===== config.mk =====
export PLATFORM = sky130hd
export DESIGN_NAME = generalized_newton_raphson_root
export DESIGN_NICKNAME = d
export VERILOG_FILES = /design/src/sv/gnr_pkg.sv /design/src/sv/gnr_div.sv /design/src/sv/generalized_newton_raphson_root.sv
export SDC_FILE = /design/constraint.sdc
export NUM_CORES = 2
export LEC_CHECK = 0
export BUFFER_PORTS_ARGS = -buffer_cell sky130_fd_sc_hd__clkbuf_2
export CAP_MARGIN = 20
export CORE_MARGIN = 3
export CORE_UTILIZATION = 36
export DETAILED_ROUTE_END_ITERATION = 6
export GPL_TIMING_DRIVEN = 0
export PLACE_DENSITY = 0.54
export SYNTH_ARGS = -nofsm -noshare
export SYNTH_HDL_FRONTEND = slang
export SYNTH_SLANG_ARGS = --single-unit

===== constraint.sdc =====
create_clock -name aclk -period 22.2 [get_ports aclk]
set_input_delay 2.22 -clock aclk [delete_from_list [all_inputs] [get_ports aclk]]
set_output_delay 2.22 -clock aclk [all_outputs]
set_load 0.01 [all_outputs]

===== src/sv/gnr_pkg.sv =====
// ----------------------------------------------------------------------------
// gnr_pkg: shared types and constants of the Newton-Raphson root finder
// Sequencer states, status codes, register map and register reset values.
// ----------------------------------------------------------------------------
package gnr_pkg;

    typedef enum logic [4:0] {
        ST_IDLE,
        ST_F_M1, ST_F_A1, ST_F_M2, ST_F_A2, ST_F_M3, ST_F_A3,
        ST_D_K3, ST_D_M1, ST_D_K2, ST_D_A1, ST_D_M2, ST_D_A2,
        ST_S_K6, ST_S_M, ST_S_A,
        ST_CHK,
        ST_DV1S, ST_DV1W, ST_Q1, ST_X,
        ST_DV2S, ST_DV2W, ST_Q2, ST_X1,
        ST_DIFF, ST_DONE
    } gnr_state_t;

    typedef logic [1:0] gnr_status_t;
    localparam gnr_status_t STAT_CONV  = 2'd0;
    localparam gnr_status_t STAT_LIMIT = 2'd1;
    localparam gnr_status_t STAT_ZDIV  = 2'd2;

    typedef logic [2:0] gnr_reg_idx_t;
    localparam gnr_reg_idx_t REG_CUBIC  = 3'd0;
    localparam gnr_reg_idx_t REG_SQUARE = 3'd1;
    localparam gnr_reg_idx_t REG_LINEAR = 3'd2;
    localparam gnr_reg_idx_t REG_CONST  = 3'd3;
    localparam gnr_reg_idx_t REG_MULT   = 3'd4;
    localparam gnr_reg_idx_t REG_TOL    = 3'd5;
    localparam gnr_reg_idx_t REG_MAXST  = 3'd6;

    localparam logic [31:0] RST_CUBIC  = 32'h0001_0000;
    localparam logic [31:0] RST_SQUARE = 32'hFFFF_0000;
    localparam logic [31:0] RST_LINEAR = 32'hFFFF_0000;
    localparam logic [31:0] RST_CONST  = 32'h0001_0000;
    localparam logic [3:0]  RST_MULT   = 4'd2;
    localparam logic [15:0] RST_TOL    = 16'd7;
    localparam logic [15:0] RST_MAXST  = 16'd1000;

endpackage


===== src/sv/gnr_div.sv =====
// ----------------------------------------------------------------------------
// gnr_div: bit-serial fixed-point divider
// Computes sat((|n| << FRAC_BITS) / |d|) with the quotient sign, one bit a cycle.
// ----------------------------------------------------------------------------
module gnr_div #(
    parameter int WORD_BITS = 32,
    parameter int FRAC_BITS = 16
) (
    input  logic                        aclk,
    input  logic                        aresetn,
    input  logic                        start,
    input  logic signed [WORD_BITS-1:0] num,
    input  logic signed [WORD_BITS-1:0] den,
    output logic                        done,
    output logic signed [WORD_BITS-1:0] quot
);
    localparam int NB = WORD_BITS + FRAC_BITS;
    localparam int CB = $clog2(NB + 1);

    logic [NB-1:0]        dvd_reg, dvd_next;
    logic [NB-1:0]        q_reg, q_next;
    logic [WORD_BITS-1:0] rem_reg, rem_next;
    logic [WORD_BITS-1:0] dm_reg, dm_next;
    logic                 neg_reg, neg_next;
    logic [CB-1:0]        cnt_reg, cnt_next;
    logic                 run_reg, run_next;
    logic                 done_reg, done_next;
    logic signed [WORD_BITS-1:0] quot_reg, quot_next;

    logic [WORD_BITS-1:0] nmag, dmag;
    logic [WORD_BITS:0]   remsh;
    logic                 take;
    logic [NB-1:0]        qfin, lim;
    logic [WORD_BITS-1:0] qsat;

    always_comb begin
        nmag  = num[WORD_BITS-1] ? WORD_BITS'(-num) : WORD_BITS'(num);
        dmag  = den[WORD_BITS-1] ? WORD_BITS'(-den) : WORD_BITS'(den);
        remsh = {rem_reg, dvd_reg[NB-1]};
        take  = remsh >= {1'b0, dm_reg};
        qfin  = {q_reg[NB-2:0], take};
        lim   = NB'({1'b0, {(WORD_BITS-1){1'b1}}}) + NB'(neg_reg);
        qsat  = (qfin > lim) ? WORD_BITS'(lim) : WORD_BITS'(qfin);
    end

    always_comb begin
        dvd_next  = dvd_reg;
        q_next    = q_reg;
        rem_next  = rem_reg;
        dm_next   = dm_reg;
        neg_next  = neg_reg;
        cnt_next  = cnt_reg;
        run_next  = run_reg;
        done_next = 1'b0;
        quot_next = quot_reg;
        if (start) begin
            dvd_next = {nmag, {FRAC_BITS{1'b0}}};
            q_next   = '0;
            rem_next = '0;
            dm_next  = dmag;
            neg_next = num[WORD_BITS-1] != den[WORD_BITS-1];
            cnt_next = CB'(NB - 1);
            run_next = 1'b1;
        end else if (run_reg) begin
            dvd_next = {dvd_reg[NB-2:0], 1'b0};
            q_next   = qfin;
            rem_next = take ? WORD_BITS'(remsh - {1'b0, dm_reg}) : WORD_BITS'(remsh);
            cnt_next = cnt_reg - CB'(1);
            if (cnt_reg == '0) begin
                run_next  = 1'b0;
                done_next = 1'b1;
                quot_next = neg_reg ? WORD_BITS'(-qsat) : WORD_BITS'(qsat);
            end
        end
    end

    always_ff @(posedge aclk) begin
        if (!aresetn) begin
            run_reg  <= 1'b0;
            done_reg <= 1'b0;
        end else begin
            run_reg  <= run_next;
            done_reg <= done_next;
        end
        dvd_reg  <= dvd_next;
        q_reg    <= q_next;
        rem_reg  <= rem_next;
        dm_reg   <= dm_next;
        neg_reg  <= neg_next;
        cnt_reg  <= cnt_next;
        quot_reg <= quot_next;
    end

    assign done = done_reg;
    assign quot = quot_reg;

endmodule


===== src/sv/generalized_newton_raphson_root.sv =====
// ----------------------------------------------------------------------------
// generalized_newton_raphson_root: multiple-root Newton solver for a cubic
// Iterates x = t - p*f/f' on a configured cubic until the companion estimate
// t - (p-1)*f'/f'' agrees within tolerance, the step limit hits, or a
// derivative is zero.
// ----------------------------------------------------------------------------
// Each Newton step for a start estimate runs two bit-serial divisions (Q16.16
// with the default parameters) that share one divider, and the single
// multiplier forms every product in turn; the step count depends on the data
// and max_steps. One request is in work at a time; s_tready is low from
// acceptance until the result is loaded into the output register.
module generalized_newton_raphson_root
    import gnr_pkg::*;
#(
    parameter int WORD_BITS = 32,
    parameter int FRAC_BITS = 16
) (
    input  logic        aclk,
    input  logic        aresetn,
    input  logic        s_tvalid,
    output logic        s_tready,
    input  logic [31:0] s_tdata,   // start_estimate[31:0]
    output logic        m_tvalid,
    input  logic        m_tready,
    output logic [55:0] m_tdata,   // root_estimate[31:0], step_count[47:32], status[49:48]
    input  logic        psel,
    input  logic        penable,
    input  logic        pwrite,
    input  logic [4:0]  paddr,
    input  logic [31:0] pwdata,
    output logic [31:0] prdata,
    output logic        pready
);
    localparam int W = WORD_BITS;
    localparam logic signed [64:0] WMAX_L = (65'sd1 <<< (W - 1)) - 65'sd1;
    localparam logic signed [64:0] WMIN_L = -WMAX_L - 65'sd1;
    localparam logic signed [64:0] MAX32  = 65'sd2147483647;
    localparam logic signed [64:0] MIN32  = -65'sd2147483648;

    function automatic logic signed [W-1:0] clip_w(input logic signed [64:0] v);
        logic signed [64:0] c;
        c = (v > WMAX_L) ? WMAX_L : ((v < WMIN_L) ? WMIN_L : v);
        return W'(c);
    endfunction

    function automatic logic [31:0] clip_32(input logic signed [W-1:0] v);
        logic signed [64:0] e, c;
        e = 65'(v);
        c = (e > MAX32) ? MAX32 : ((e < MIN32) ? MIN32 : e);
        return 32'(c);
    endfunction

    function automatic logic signed [W-1:0] sx32(input logic [31:0] r);
        return clip_w(65'($signed(r)));
    endfunction

    function automatic logic signed [W-1:0] sat_add(input logic signed [W-1:0] a,
                                                   input logic signed [W-1:0] b,
                                                   input logic sub);
        logic signed [W:0] s;
        s = sub ? ((W+1)'(a) - (W+1)'(b)) : ((W+1)'(a) + (W+1)'(b));
        return clip_w(65'(s));
    endfunction

    // configuration
    logic signed [W-1:0] a3_reg, a2_reg, a1_reg, a0_reg;
    logic [3:0]          p_reg;
    logic [15:0]         tol_reg, maxst_reg;
    gnr_reg_idx_t        cidx;
    logic                cwr;

    assign cidx   = paddr[4:2];
    assign cwr    = psel && penable && pwrite && pready;
    assign pready = 1'b1;

    always_ff @(posedge aclk) begin
        if (!aresetn) begin
            a3_reg    <= sx32(RST_CUBIC);
            a2_reg    <= sx32(RST_SQUARE);
            a1_reg    <= sx32(RST_LINEAR);
            a0_reg    <= sx32(RST_CONST);
            p_reg     <= RST_MULT;
            tol_reg   <= RST_TOL;
            maxst_reg <= RST_MAXST;
        end else if (cwr) begin
            unique case (cidx)
                REG_CUBIC:  a3_reg    <= sx32(pwdata);
                REG_SQUARE: a2_reg    <= sx32(pwdata);
                REG_LINEAR: a1_reg    <= sx32(pwdata);
                REG_CONST:  a0_reg    <= sx32(pwdata);
                REG_MULT:   p_reg     <= pwdata[3:0];
                REG_TOL:    tol_reg   <= pwdata[15:0];
                REG_MAXST:  maxst_reg <= pwdata[15:0];
                default: ;
            endcase
        end
    end

    always_comb begin
        unique case (cidx)
            REG_CUBIC:  prdata = clip_32(a3_reg);
            REG_SQUARE: prdata = clip_32(a2_reg);
            REG_LINEAR: prdata = clip_32(a1_reg);
            REG_CONST:  prdata = clip_32(a0_reg);
            REG_MULT:   prdata = {28'd0, p_reg};
            REG_TOL:    prdata = {16'd0, tol_reg};
            REG_MAXST:  prdata = {16'd0, maxst_reg};
            default:    prdata = '0;
        endcase
    end

    // sequencer
    gnr_state_t state_reg, state_next;
    logic signed [W-1:0] t_reg, prod_reg, acc_reg, k2_reg, f_reg, f1_reg, f2_reg, x_reg;
    logic [15:0]         steps_reg;
    gnr_status_t         stat_reg;
    logic                ov_reg;
    logic [31:0]         ov_root_reg;
    logic [15:0]         ov_steps_reg;
    gnr_status_t         ov_stat_reg;

    logic signed [W-1:0] mul_a, mul_b;
    logic                mul_frac;
    logic signed [W-1:0] add_a, add_b;
    logic                add_sub;
    logic                div_start, div_sel2, div_done;
    logic signed [W-1:0] div_q, diff;
    logic [W-1:0]        amag, bmag, dmag;
    logic [2*W-1:0]      pmag, pshift;
    logic                pneg;
    logic [W-1:0]        psat;
    logic signed [W-1:0] mul_res, add_res;
    logic signed [4:0]   pm1;
    logic [15:0]         limit;
    logic                conv, zdiv, out_free, accept;

    assign accept   = s_tvalid && s_tready;
    assign s_tready = (state_reg == ST_IDLE);
    assign out_free = !ov_reg || m_tready;
    assign pm1      = $signed({1'b0, p_reg}) - 5'sd1;
    assign limit    = (maxst_reg == 16'd0) ? 16'd1 : maxst_reg;

    always_comb begin
        amag   = mul_a[W-1] ? W'(-mul_a) : W'(mul_a);
        bmag   = mul_b[W-1] ? W'(-mul_b) : W'(mul_b);
        pmag   = (2*W)'(amag) * (2*W)'(bmag);
        pshift = mul_frac ? (pmag >> FRAC_BITS) : pmag;
        pneg   = mul_a[W-1] != mul_b[W-1];
        psat   = (pshift > (2*W)'({1'b0, {(W-1){1'b1}}}) + (2*W)'(pneg))
               ? W'({1'b0, {(W-1){1'b1}}}) + W'(pneg) : W'(pshift);
        mul_res = pneg ? W'(-psat) : W'(psat);
        add_res = sat_add(add_a, add_b, add_sub);
        diff    = sat_add(x_reg, acc_reg, 1'b1);
        dmag    = diff[W-1] ? W'(-diff) : W'(diff);
        conv    = dmag < W'(tol_reg);
        zdiv    = (f1_reg == '0) || (f2_reg == '0);
    end

    gnr_div #(.WORD_BITS(W), .FRAC_BITS(FRAC_BITS)) u_div (
        .aclk    (aclk),
        .aresetn (aresetn),
        .start   (div_start),
        .num     (div_sel2 ? f1_reg : f_reg),
        .den     (div_sel2 ? f2_reg : f1_reg),
        .done    (div_done),
        .quot    (div_q)
    );

    always_comb begin
        state_next = state_reg;
        unique case (state_reg)
            ST_IDLE:  if (accept) state_next = ST_F_M1;
            ST_F_M1:  state_next = ST_F_A1;
            ST_F_A1:  state_next = ST_F_M2;
            ST_F_M2:  state_next = ST_F_A2;
            ST_F_A2:  state_next = ST_F_M3;
            ST_F_M3:  state_next = ST_F_A3;
            ST_F_A3:  state_next = ST_D_K3;
            ST_D_K3:  state_next = ST_D_M1;
            ST_D_M1:  state_next = ST_D_K2;
            ST_D_K2:  state_next = ST_D_A1;
            ST_D_A1:  state_next = ST_D_M2;
            ST_D_M2:  state_next = ST_D_A2;
            ST_D_A2:  state_next = ST_S_K6;
            ST_S_K6:  state_next = ST_S_M;
            ST_S_M:   state_next = ST_S_A;
            ST_S_A:   state_next = ST_CHK;
            ST_CHK:   state_next = zdiv ? ST_DONE : ST_DV1S;
            ST_DV1S:  state_next = ST_DV1W;
            ST_DV1W:  if (div_done) state_next = ST_Q1;
            ST_Q1:    state_next = ST_X;
            ST_X:     state_next = ST_DV2S;
            ST_DV2S:  state_next = ST_DV2W;
            ST_DV2W:  if (div_done) state_next = ST_Q2;
            ST_Q2:    state_next = ST_X1;
            ST_X1:    state_next = ST_DIFF;
            ST_DIFF:  state_next = (conv || steps_reg >= limit) ? ST_DONE : ST_F_M1;
            ST_DONE:  if (out_free) state_next = ST_IDLE;
            default:  state_next = ST_IDLE;
        endcase
    end

    always_comb begin
        mul_a     = t_reg;
        mul_b     = t_reg;
        mul_frac  = 1'b1;
        add_a     = prod_reg;
        add_b     = a1_reg;
        add_sub   = 1'b0;
        div_start = 1'b0;
        div_sel2  = 1'b0;
        unique case (state_reg)
            ST_F_M1: mul_a = a3_reg;
            ST_F_A1: add_b = a2_reg;
            ST_F_M2, ST_F_M3, ST_D_M2: mul_a = acc_reg;
            ST_F_A3: add_b = a0_reg;
            ST_D_K3: begin
                mul_a    = a3_reg;
                mul_b    = W'(3);
                mul_frac = 1'b0;
            end
            ST_D_M1, ST_S_M: mul_a = prod_reg;
            ST_D_K2: begin
                mul_a    = a2_reg;
                mul_b    = W'(2);
                mul_frac = 1'b0;
            end
            ST_D_A1, ST_S_A: add_b = k2_reg;
            ST_S_K6: begin
                mul_a    = a3_reg;
                mul_b    = W'(6);
                mul_frac = 1'b0;
            end
            ST_DV1S: div_start = 1'b1;
            ST_DV2S: begin
                div_start = 1'b1;
                div_sel2  = 1'b1;
            end
            ST_DV2W: div_sel2 = 1'b1;
            ST_Q1: begin
                mul_a    = div_q;
                mul_b    = W'({1'b0, p_reg});
                mul_frac = 1'b0;
            end
            ST_Q2: begin
                mul_a    = div_q;
                mul_b    = W'(pm1);
                mul_frac = 1'b0;
            end
            ST_X, ST_X1: begin
                add_a   = t_reg;
                add_b   = prod_reg;
                add_sub = 1'b1;
            end
            default: ;
        endcase
    end

    always_ff @(posedge aclk) begin
        if (!aresetn) begin
            state_reg <= ST_IDLE;
            ov_reg    <= 1'b0;
            steps_reg <= '0;
        end else begin
            state_reg <= state_next;
            if (accept) steps_reg <= '0;
            else if (state_reg == ST_X1) steps_reg <= steps_reg + 16'd1;
            if (state_reg == ST_DONE && out_free) ov_reg <= 1'b1;
            else if (m_tready) ov_reg <= 1'b0;
        end
        case (state_reg)
            ST_IDLE: t_reg <= sx32(s_tdata);
            ST_F_M1, ST_F_M2, ST_F_M3, ST_D_K3, ST_D_M1, ST_D_M2,
            ST_S_K6, ST_S_M, ST_Q1, ST_Q2: prod_reg <= mul_res;
            ST_D_K2: k2_reg <= mul_res;
            ST_F_A1, ST_F_A2, ST_D_A1, ST_X1: acc_reg <= add_res;
            ST_F_A3: f_reg  <= add_res;
            ST_D_A2: f1_reg <= add_res;
            ST_S_A:  f2_reg <= add_res;
            ST_X:    x_reg  <= add_res;
            ST_CHK: begin
                x_reg    <= t_reg;
                stat_reg <= STAT_ZDIV;
            end
            ST_DIFF: begin
                stat_reg <= conv ? STAT_CONV : STAT_LIMIT;
                t_reg    <= x_reg;
            end
            ST_DONE: begin
                if (out_free) begin
                    ov_root_reg  <= clip_32(x_reg);
                    ov_steps_reg <= steps_reg;
                    ov_stat_reg  <= stat_reg;
                end
            end
            default: ;
        endcase
    end

    assign m_tvalid = ov_reg;
    assign m_tdata  = {6'd0, ov_stat_reg, ov_steps_reg, ov_root_reg};

endmodule


After elaboration in Yosys (flattened, before gate mapping)
Index checks and enable logic that the tools add are counted.

Input bits: 76. Bits in read-only memories: 0. Bits in writable memories: 0. Memories: 0. Word-level logic and storage cells: 215. Latch bits: 0. Output and inout bits: 91. Flip-flop bits (word level): 678.

Order comparisons: 23. Add/sub/neg operators: 17. Reductions and logical operators: 42. Div/mod/pow operators: 0. Multiplexer cells: 59. Bitwise gates (word level): 3. Multipliers: 1. Shifts and indexed selects: 0. Eq/ne operators: 38.

Operators by type and width (count): 32-bit two-way mux (29); 32-bit case mux with 5 select lines (2); 32-bit greater-than comparator (second input constant) (7); 32-bit < comparator (second input constant) (7); 32-bit negator (7); 32-bit case mux with 7 select lines (1); 5-bit case mux with 27 select lines (1); 32-bit case mux with 2 select lines (2); 32-bit case mux with 4 select lines (1); 31-bit by 1-bit adder with 32-bit output (first input constant) (3); 48-bit two-way mux (2); 33-bit by 32-bit greater-than comparator with 1-bit output (second input constant) (2); 33-bit by 32-bit < comparator with 1-bit output (second input constant) (2); 32-bit by 32-bit subtractor with 33-bit output (2); 64-bit by 32-bit greater-than comparator with 1-bit output (1); 32-bit zero test (2); 32-bit by 32-bit multiplier with 64-bit output (1); 64-bit two-way mux (1); 5-bit equality test (second input constant) (11); 48-bit by 32-bit greater-than comparator with 1-bit output (1); 5-bit by 4-bit equality test with 1-bit output (second input constant) (8); 32-bit by 32-bit adder with 33-bit output (1); 33-bit by 32-bit greater-or-equal comparator with 1-bit output (1); 33-bit two-way mux (1); other kinds (38) (87).

Depth between registers and ports, before layout
Word-level depth: 11. Depth in mapped cells: 70. Mapped depth without buffers: 66.

By module
A second synthesis with hierarchy kept.

Cells, all modules: 9024. Area total of the unflattened synthesis: 78118.7 µm².

By module, submodules not included: generalized_newton_raphson_root (cells an instance 7742, instances 1, area an instance 66362.4 µm², sequential area each 12972.4 µm²); gnr_div (cells an instance 1282, instances 1, area an instance 11756.3 µm², sequential area each 4654.5 µm²).

Worst setup path before layout
No wires, ideal clock.

Path type: register -> register. From: reg state_reg[1]. To: reg k2_reg[18], data pin. Library setup time: 0.264 ns. Slack: 7.258 ns. Stages on the path, launching flop included: 58. Clock period less this slack: 14.942 ns. Required time: 21.936 ns. Path buffers: 8. Arrival time: 14.677 ns. Cells stage by stage: dfxtp_1 buf_2 nand2b_1 nor4b_1 buf_2 buf_2 buf_2 a222oi_1 and3_1 or2_2 clkbuf_1 a41oi_1 xor2_1 clkbuf_1 nor2_1 fa_1 inv_1 fa_1 [... 22 more ...] a221oi_1 o22ai_1 a2111oi_0 o221ai_1 nor4_1 nor4bb_1 buf_2 buf_2 nand2_1 and2_1 inv_1 ha_1 nand3_1 or3_1 nand3b_1 or3_1 a21oi_1 a21oi_1.

Cells in the longest elaborated chain, start to end: 11. Elaborated cells on any way between the ends: 31. Classes of those cells: add/sub: 5; mul: 1; order compare: 1; eq/ne: 12; mux: 7; reduce/logical: 5.

Ends and longest elaborated chain: start: declaration (RTL line generalized_newton_raphson_root.sv:113) `gnr_state_t state_reg, state_next;`; start signal: assignment (RTL line generalized_newton_raphson_root.sv:265) `state_reg <= state_next;`; 5-bit by 4-bit equality test with 1-bit output, or another cell as far along (RTL line generalized_newton_raphson_root.sv:212) `unique case (state_reg)`; 3-bit OR reduction (no source line), or another cell as far along; 32-bit case mux with 5 select lines (RTL line generalized_newton_raphson_root.sv:212); 32-bit negator (RTL line generalized_newton_raphson_root.sv:144) `amag = mul_a[W-1] ? W'(-mul_a) : W'(mul_a);`; 32-bit two-way mux (RTL line generalized_newton_raphson_root.sv:144); 32-bit by 32-bit multiplier with 64-bit output (RTL line generalized_newton_raphson_root.sv:146) `pmag = (2*W)'(amag) * (2*W)'(bmag);`; 64-bit two-way mux (RTL line generalized_newton_raphson_root.sv:147) `pshift = mul_frac ? (pmag >> FRAC_BITS) : pmag;`; 64-bit by 32-bit greater-than comparator with 1-bit output (RTL line generalized_newton_raphson_root.sv:149) `psat = (pshift > (2*W)'({1'b0, {(W-1){1'b1}}}) + (2*W)'(pneg))`; 32-bit two-way mux (RTL line generalized_newton_raphson_root.sv:150) `? W'({1'b0, {(W-1){1'b1}}}) + W'(pneg) : W'(pshift);`; 32-bit negator (RTL line generalized_newton_raphson_root.sv:151) `mul_res = pneg ? W'(-psat) : W'(psat);`; 32-bit two-way mux (*) (RTL line generalized_newton_raphson_root.sv:151); via mul_res[18] (RTL line generalized_newton_raphson_root.sv:132) `logic signed [W-1:0] mul_res, add_res;`; end signal: assignment (RTL line generalized_newton_raphson_root.sv:275) `ST_D_K2: k2_reg <= mul_res;`; end: declaration (RTL line generalized_newton_raphson_root.sv:114) `logic signed [W-1:0] t_reg, prod_reg, acc_reg, k2_reg, f_reg, f1_reg, f2_reg, x_reg;`.

Mark *: on every way through the listed nets, which the timed path passes. The rest lies on a longest branch. A chain may end at the register's enable or synchronous reset.

Worst setup path after layout
From: reg state_reg[1]. To: reg prod_reg[26], data pin.

Cells in the longest elaborated chain, start to end: 11. Elaborated cells on any way between the ends: 31. Classes of those cells: add/sub: 5; mul: 1; order compare: 1; eq/ne: 12; mux: 7; reduce/logical: 5.

Ends and longest elaborated chain: 5-bit by 4-bit equality test with 1-bit output, or another cell as far along (RTL line generalized_newton_raphson_root.sv:212); 3-bit OR reduction (no source line), or another cell as far along; 32-bit case mux with 5 select lines (RTL line generalized_newton_raphson_root.sv:212); 32-bit negator (RTL line generalized_newton_raphson_root.sv:144); 32-bit two-way mux (RTL line generalized_newton_raphson_root.sv:144); 32-bit by 32-bit multiplier with 64-bit output (RTL line generalized_newton_raphson_root.sv:146); 64-bit two-way mux (RTL line generalized_newton_raphson_root.sv:147); 64-bit by 32-bit greater-than comparator with 1-bit output (RTL line generalized_newton_raphson_root.sv:149); 32-bit two-way mux (RTL line generalized_newton_raphson_root.sv:150); 32-bit negator (RTL line generalized_newton_raphson_root.sv:151); 32-bit two-way mux (*) (RTL line generalized_newton_raphson_root.sv:151); via mul_res[26] (RTL line generalized_newton_raphson_root.sv:132); end signal: assignment (RTL line generalized_newton_raphson_root.sv:274) `ST_S_K6, ST_S_M, ST_Q1, ST_Q2: prod_reg <= mul_res;`; end: declaration (RTL line generalized_newton_raphson_root.sv:114).

Marked as above.

==> metrics.md <==
| Metric | Value |
|---|---|
| Result of the run | finished with violations |
| Violations in the final reports | design-rule violations |
| Fill cell count | ~22000 |
| Boundary Pins | about 170 |
| Setup crit start kind | flop |
| Share of Yosys cell area claimed by the top area cell type | 23.0% |
| Effective utilization at floorplan | a little over a third |
| Clock latency on the worst-skew pair | between 700 and 800 ps |
| Total negative slack for setup checks | 0 ps |
| Hold depth | 0 |
| Critical Path Fanout Max | 41 |
| Sink of the worst hold path | ov_stat_reg[1] |
| Initial DRC count | ~8900 |
| Post-route clock period utilization | a little over nine tenths |
| Slew Limit Headroom | 6.12% |
| Share of final-layout standard cells stronger than drive strength 1 | 5.71% |
| Number of standard cells after synthesis | 9196 |
| Predominant post-synthesis flop cell | sky130_fd_sc_hd__edfxtp_1 |
| Gpl congestion | ~1.0 |
| Final worst clock skew | about 43 ps |
| Final critical delay including setup and external delays | 20830 ps |
| Clock root buffer master | sky130_fd_sc_hd__clkbuf_16 |
| Worst reg2reg path startpoint | state_reg[1] |
| Overall routing resource usage | between 30% and 40% |
| Initial antenna violation count | 27 |
| Data required time at the worst endpoint | around 23000 ps |
| Sequential cell area | 0.0176 mm2 |
| Number of setup buffers added after CTS | 0 |
| Chip Height | approximately 470 um |
| Unrepaired setup endpoints after global routing | false |
| F_max | 48.0 MHz |
| Total setup violations reported at the end of the flow | 0 |
| Type of the most critical hold path | reg -> reg |
| Slowest stage delay, CP | 880 ps |
| Fraction of the yosys area taken by sequential cells | a little under a quarter |
| Post-CTS clock slew at the launch and capture registers of the worst setup and hold paths | 70 ps |
| Maximum number of pins on one net before global-route repair | 42 |
| Worst R2R End | prod_reg[26] |
| Number of global-route vias before repair | 69800 |
| Count of flip-flops with a built-in enable after synthesis | around 410 |
| Die outline area | between 0.2 and 0.25 mm2 |
| WL/cell | about 29 um |
| R2R Setup Slk | 1370 ps |
| Actual slew at the worst max-slew pin | ~1400 ps |
| Hold buffers post-CTS | 0 |
| Total global routing overflow | 0 |
| Yosys Warn Count | 0 |
| Number of flip-flops and latches in the synthesized netlist | 678 |
| P&R area growth vs syn | 10.3% |
| Depth of the most critical reg-to-reg path | 61 |
| Top cell family by delay on the critical path | simple AND/OR/NAND/NOR gates |
| Pins Over Slew Limit | 0 |
| Maximum root-to-sink buffer count | 3 |
| Per-instance average area after synthesis | around 8.5 um2 |
| Post-layout net count | around 11000 |
| Dominant cells by area after synthesis | sky130_fd_sc_hd__fa_1, sky130_fd_sc_hd__edfxtp_1, sky130_fd_sc_hd__ha_1 |
| Max reg flops | 47 |
| Ys async rst share | 0% |
| Clock sinks | between 600 and 700 |
| Arrival time of the worst setup path | roughly 21000 ps |
| Crit. End Element | flop |
| Total area of multi-input combinational cells | roughly 0.054 mm2 |
| Start point of the worst hold path | stat_reg[1] |
| Number of remaining DRC errors | 1 |
| CP max-delay cell | sky130_fd_sc_hd__nor4b_1 |
| TritonCTS buffer count | 75 |
| H-tree levels | 3 |
| Max-capacitance violation count | 0 |
| Detailed Route WL | between 300 and 400 mm |
| Die W | ~470 um |
| Site Rows | 170 |
| Router iterations before antenna repair | 7 |
| Unique masters post-synth | a little under 100 |
| Overall via count from detail_route | 71700 |
| Count of nets left with antenna violations after detail routing | 0 |
| Final hold viol count | 0 |
| Count of instances resized after the clock tree is built | 0 |
| HPWL Detailed | roughly 300 mm |
| Routed vias/inst | roughly 5.8 |
| Worst Path Class, Setup | reg -> reg |
| Bufs and invs on worst path | 17 |
| CTS tree | done |
| Number of buffers added on ports | 155 |
| Mapped Area | about 0.078 mm2 |
| Cell type contributing the most total cell area after synthesis | sky130_fd_sc_hd__fa_1 |
| First-pass GRT wire length | 509 mm |
| Std-Cell Core Area | ~0.22 mm2 |
-- layout make-up --
cell class	count	area share, %
multi-input combinational	6834	62.9
sequential	678	20.4
inverter	1150	5.00
tap	2838	4.12
buffer	539	2.53
clock buffer	91	2.32
timing repair buffer	231	2.02
clock inverter	47	0.624
antenna	16	0.0464
-- per-stage QoR --
stage	util (%)	hold WS [ps]	instance area, um2	worst slack (ps)	instances
6_report	40.1	419	86300	1370	12400
5_1_grt	40.1	424	86200	554	12400
4_1_cts	40.0	421	86100	1760	12400
3_5_place_dp	38.8	407	83600	1810	12300
2_1_floorplan	-	400	78200	7260	9201
3_3_place_gp	38.3	408	82500	751	12200
-- worst reg2reg max path, delay by kind of cell, from the launching register on --
| kind | cells | cell delay, ps |
|---|---|---|
| AND/OR/NAND/NOR | 20 | 5670 |
| adder cells (fa/ha/maj) | 11 | 5210 |
| buffers and inverters | 17 | 4510 |
| AO/OA/AOI/OAI | 12 | 4000 |
| XOR/XNOR | 1 | 850 |
| flip-flops | 1 | 330 |
-- cell families (layout without fill, tap and decap cells) --
group	count (synthesis)	in the layout	share of synthesized area [%]
AO/OA/AOI/OAI	1597	1597	13.5
other	2	23	0.00960
flip-flops	678	678	22.5
AND/OR/NAND/NOR	3349	3349	19.0
multiplexers	212	212	2.80
XOR/XNOR	304	304	3.41
buffers and inverters	1689	2058	8.31
adder cells (fa/ha/maj)	1365	1365	30.5
-- worst max-delay path by stage --
| stage | to | cells past startpoint | from |
|---|---|---|---|
| 4_1_cts | prod_reg[26] | 60 | state_reg[1] |
| 3_3_place_gp | k2_reg[26] | 59 | state_reg[1] |
| 6_report | prod_reg[26] | 61 | state_reg[1] |
| 5_1_grt | k2_reg[26] | 60 | state_reg[1] |
| 3_5_place_dp | k2_reg[26] | 60 | state_reg[1] |
| 2_1_floorplan | k2_reg[18] | 57 | state_reg[1] |
-- synth_stat cells, types with 141 or more instances --
cell type and instances:
sky130_fd_sc_hd__a21oi_1 377, sky130_fd_sc_hd__clkbuf_1 445, sky130_fd_sc_hd__o21ai_0 309, sky130_fd_sc_hd__ha_1 466
sky130_fd_sc_hd__xor2_1 141, sky130_fd_sc_hd__inv_1 1149, sky130_fd_sc_hd__a21boi_0 144, sky130_fd_sc_hd__xnor2_1 162
sky130_fd_sc_hd__nand2_1 1458, sky130_fd_sc_hd__nand3_1 278, sky130_fd_sc_hd__mux2i_1 172, sky130_fd_sc_hd__nor2_1 898
sky130_fd_sc_hd__edfxtp_1 405, sky130_fd_sc_hd__fa_1 899, sky130_fd_sc_hd__dfxtp_1 273
-- layout by cell type, fill, tap and decap left out, types with 120 or more instances in the layout --
master	n
sky130_fd_sc_hd__nand2_1	1458
sky130_fd_sc_hd__inv_1	1149
sky130_fd_sc_hd__fa_1	899
sky130_fd_sc_hd__nor2_1	895
sky130_fd_sc_hd__ha_1	466
sky130_fd_sc_hd__clkbuf_1	452
sky130_fd_sc_hd__edfxtp_1	405
sky130_fd_sc_hd__a21oi_1	376
sky130_fd_sc_hd__o21ai_0	309
sky130_fd_sc_hd__nand3_1	278
sky130_fd_sc_hd__dfxtp_1	273
sky130_fd_sc_hd__mux2i_1	172
sky130_fd_sc_hd__clkbuf_2	159
sky130_fd_sc_hd__xnor2_1	151
sky130_fd_sc_hd__a21boi_0	144
sky130_fd_sc_hd__xor2_1	136
sky130_fd_sc_hd__nor3_1	124
sky130_fd_sc_hd__a21o_1	120
-- layer usage --
metal,track usage (%),wire (um)
met5,0,34
met3,6.68,36800
met2,46.4,150000
met4,12.9,17200
met1,45.0,154000
Power is not shown: default switching activity piles up to over one toggle a cycle in this logic, so the estimate is an artifact.
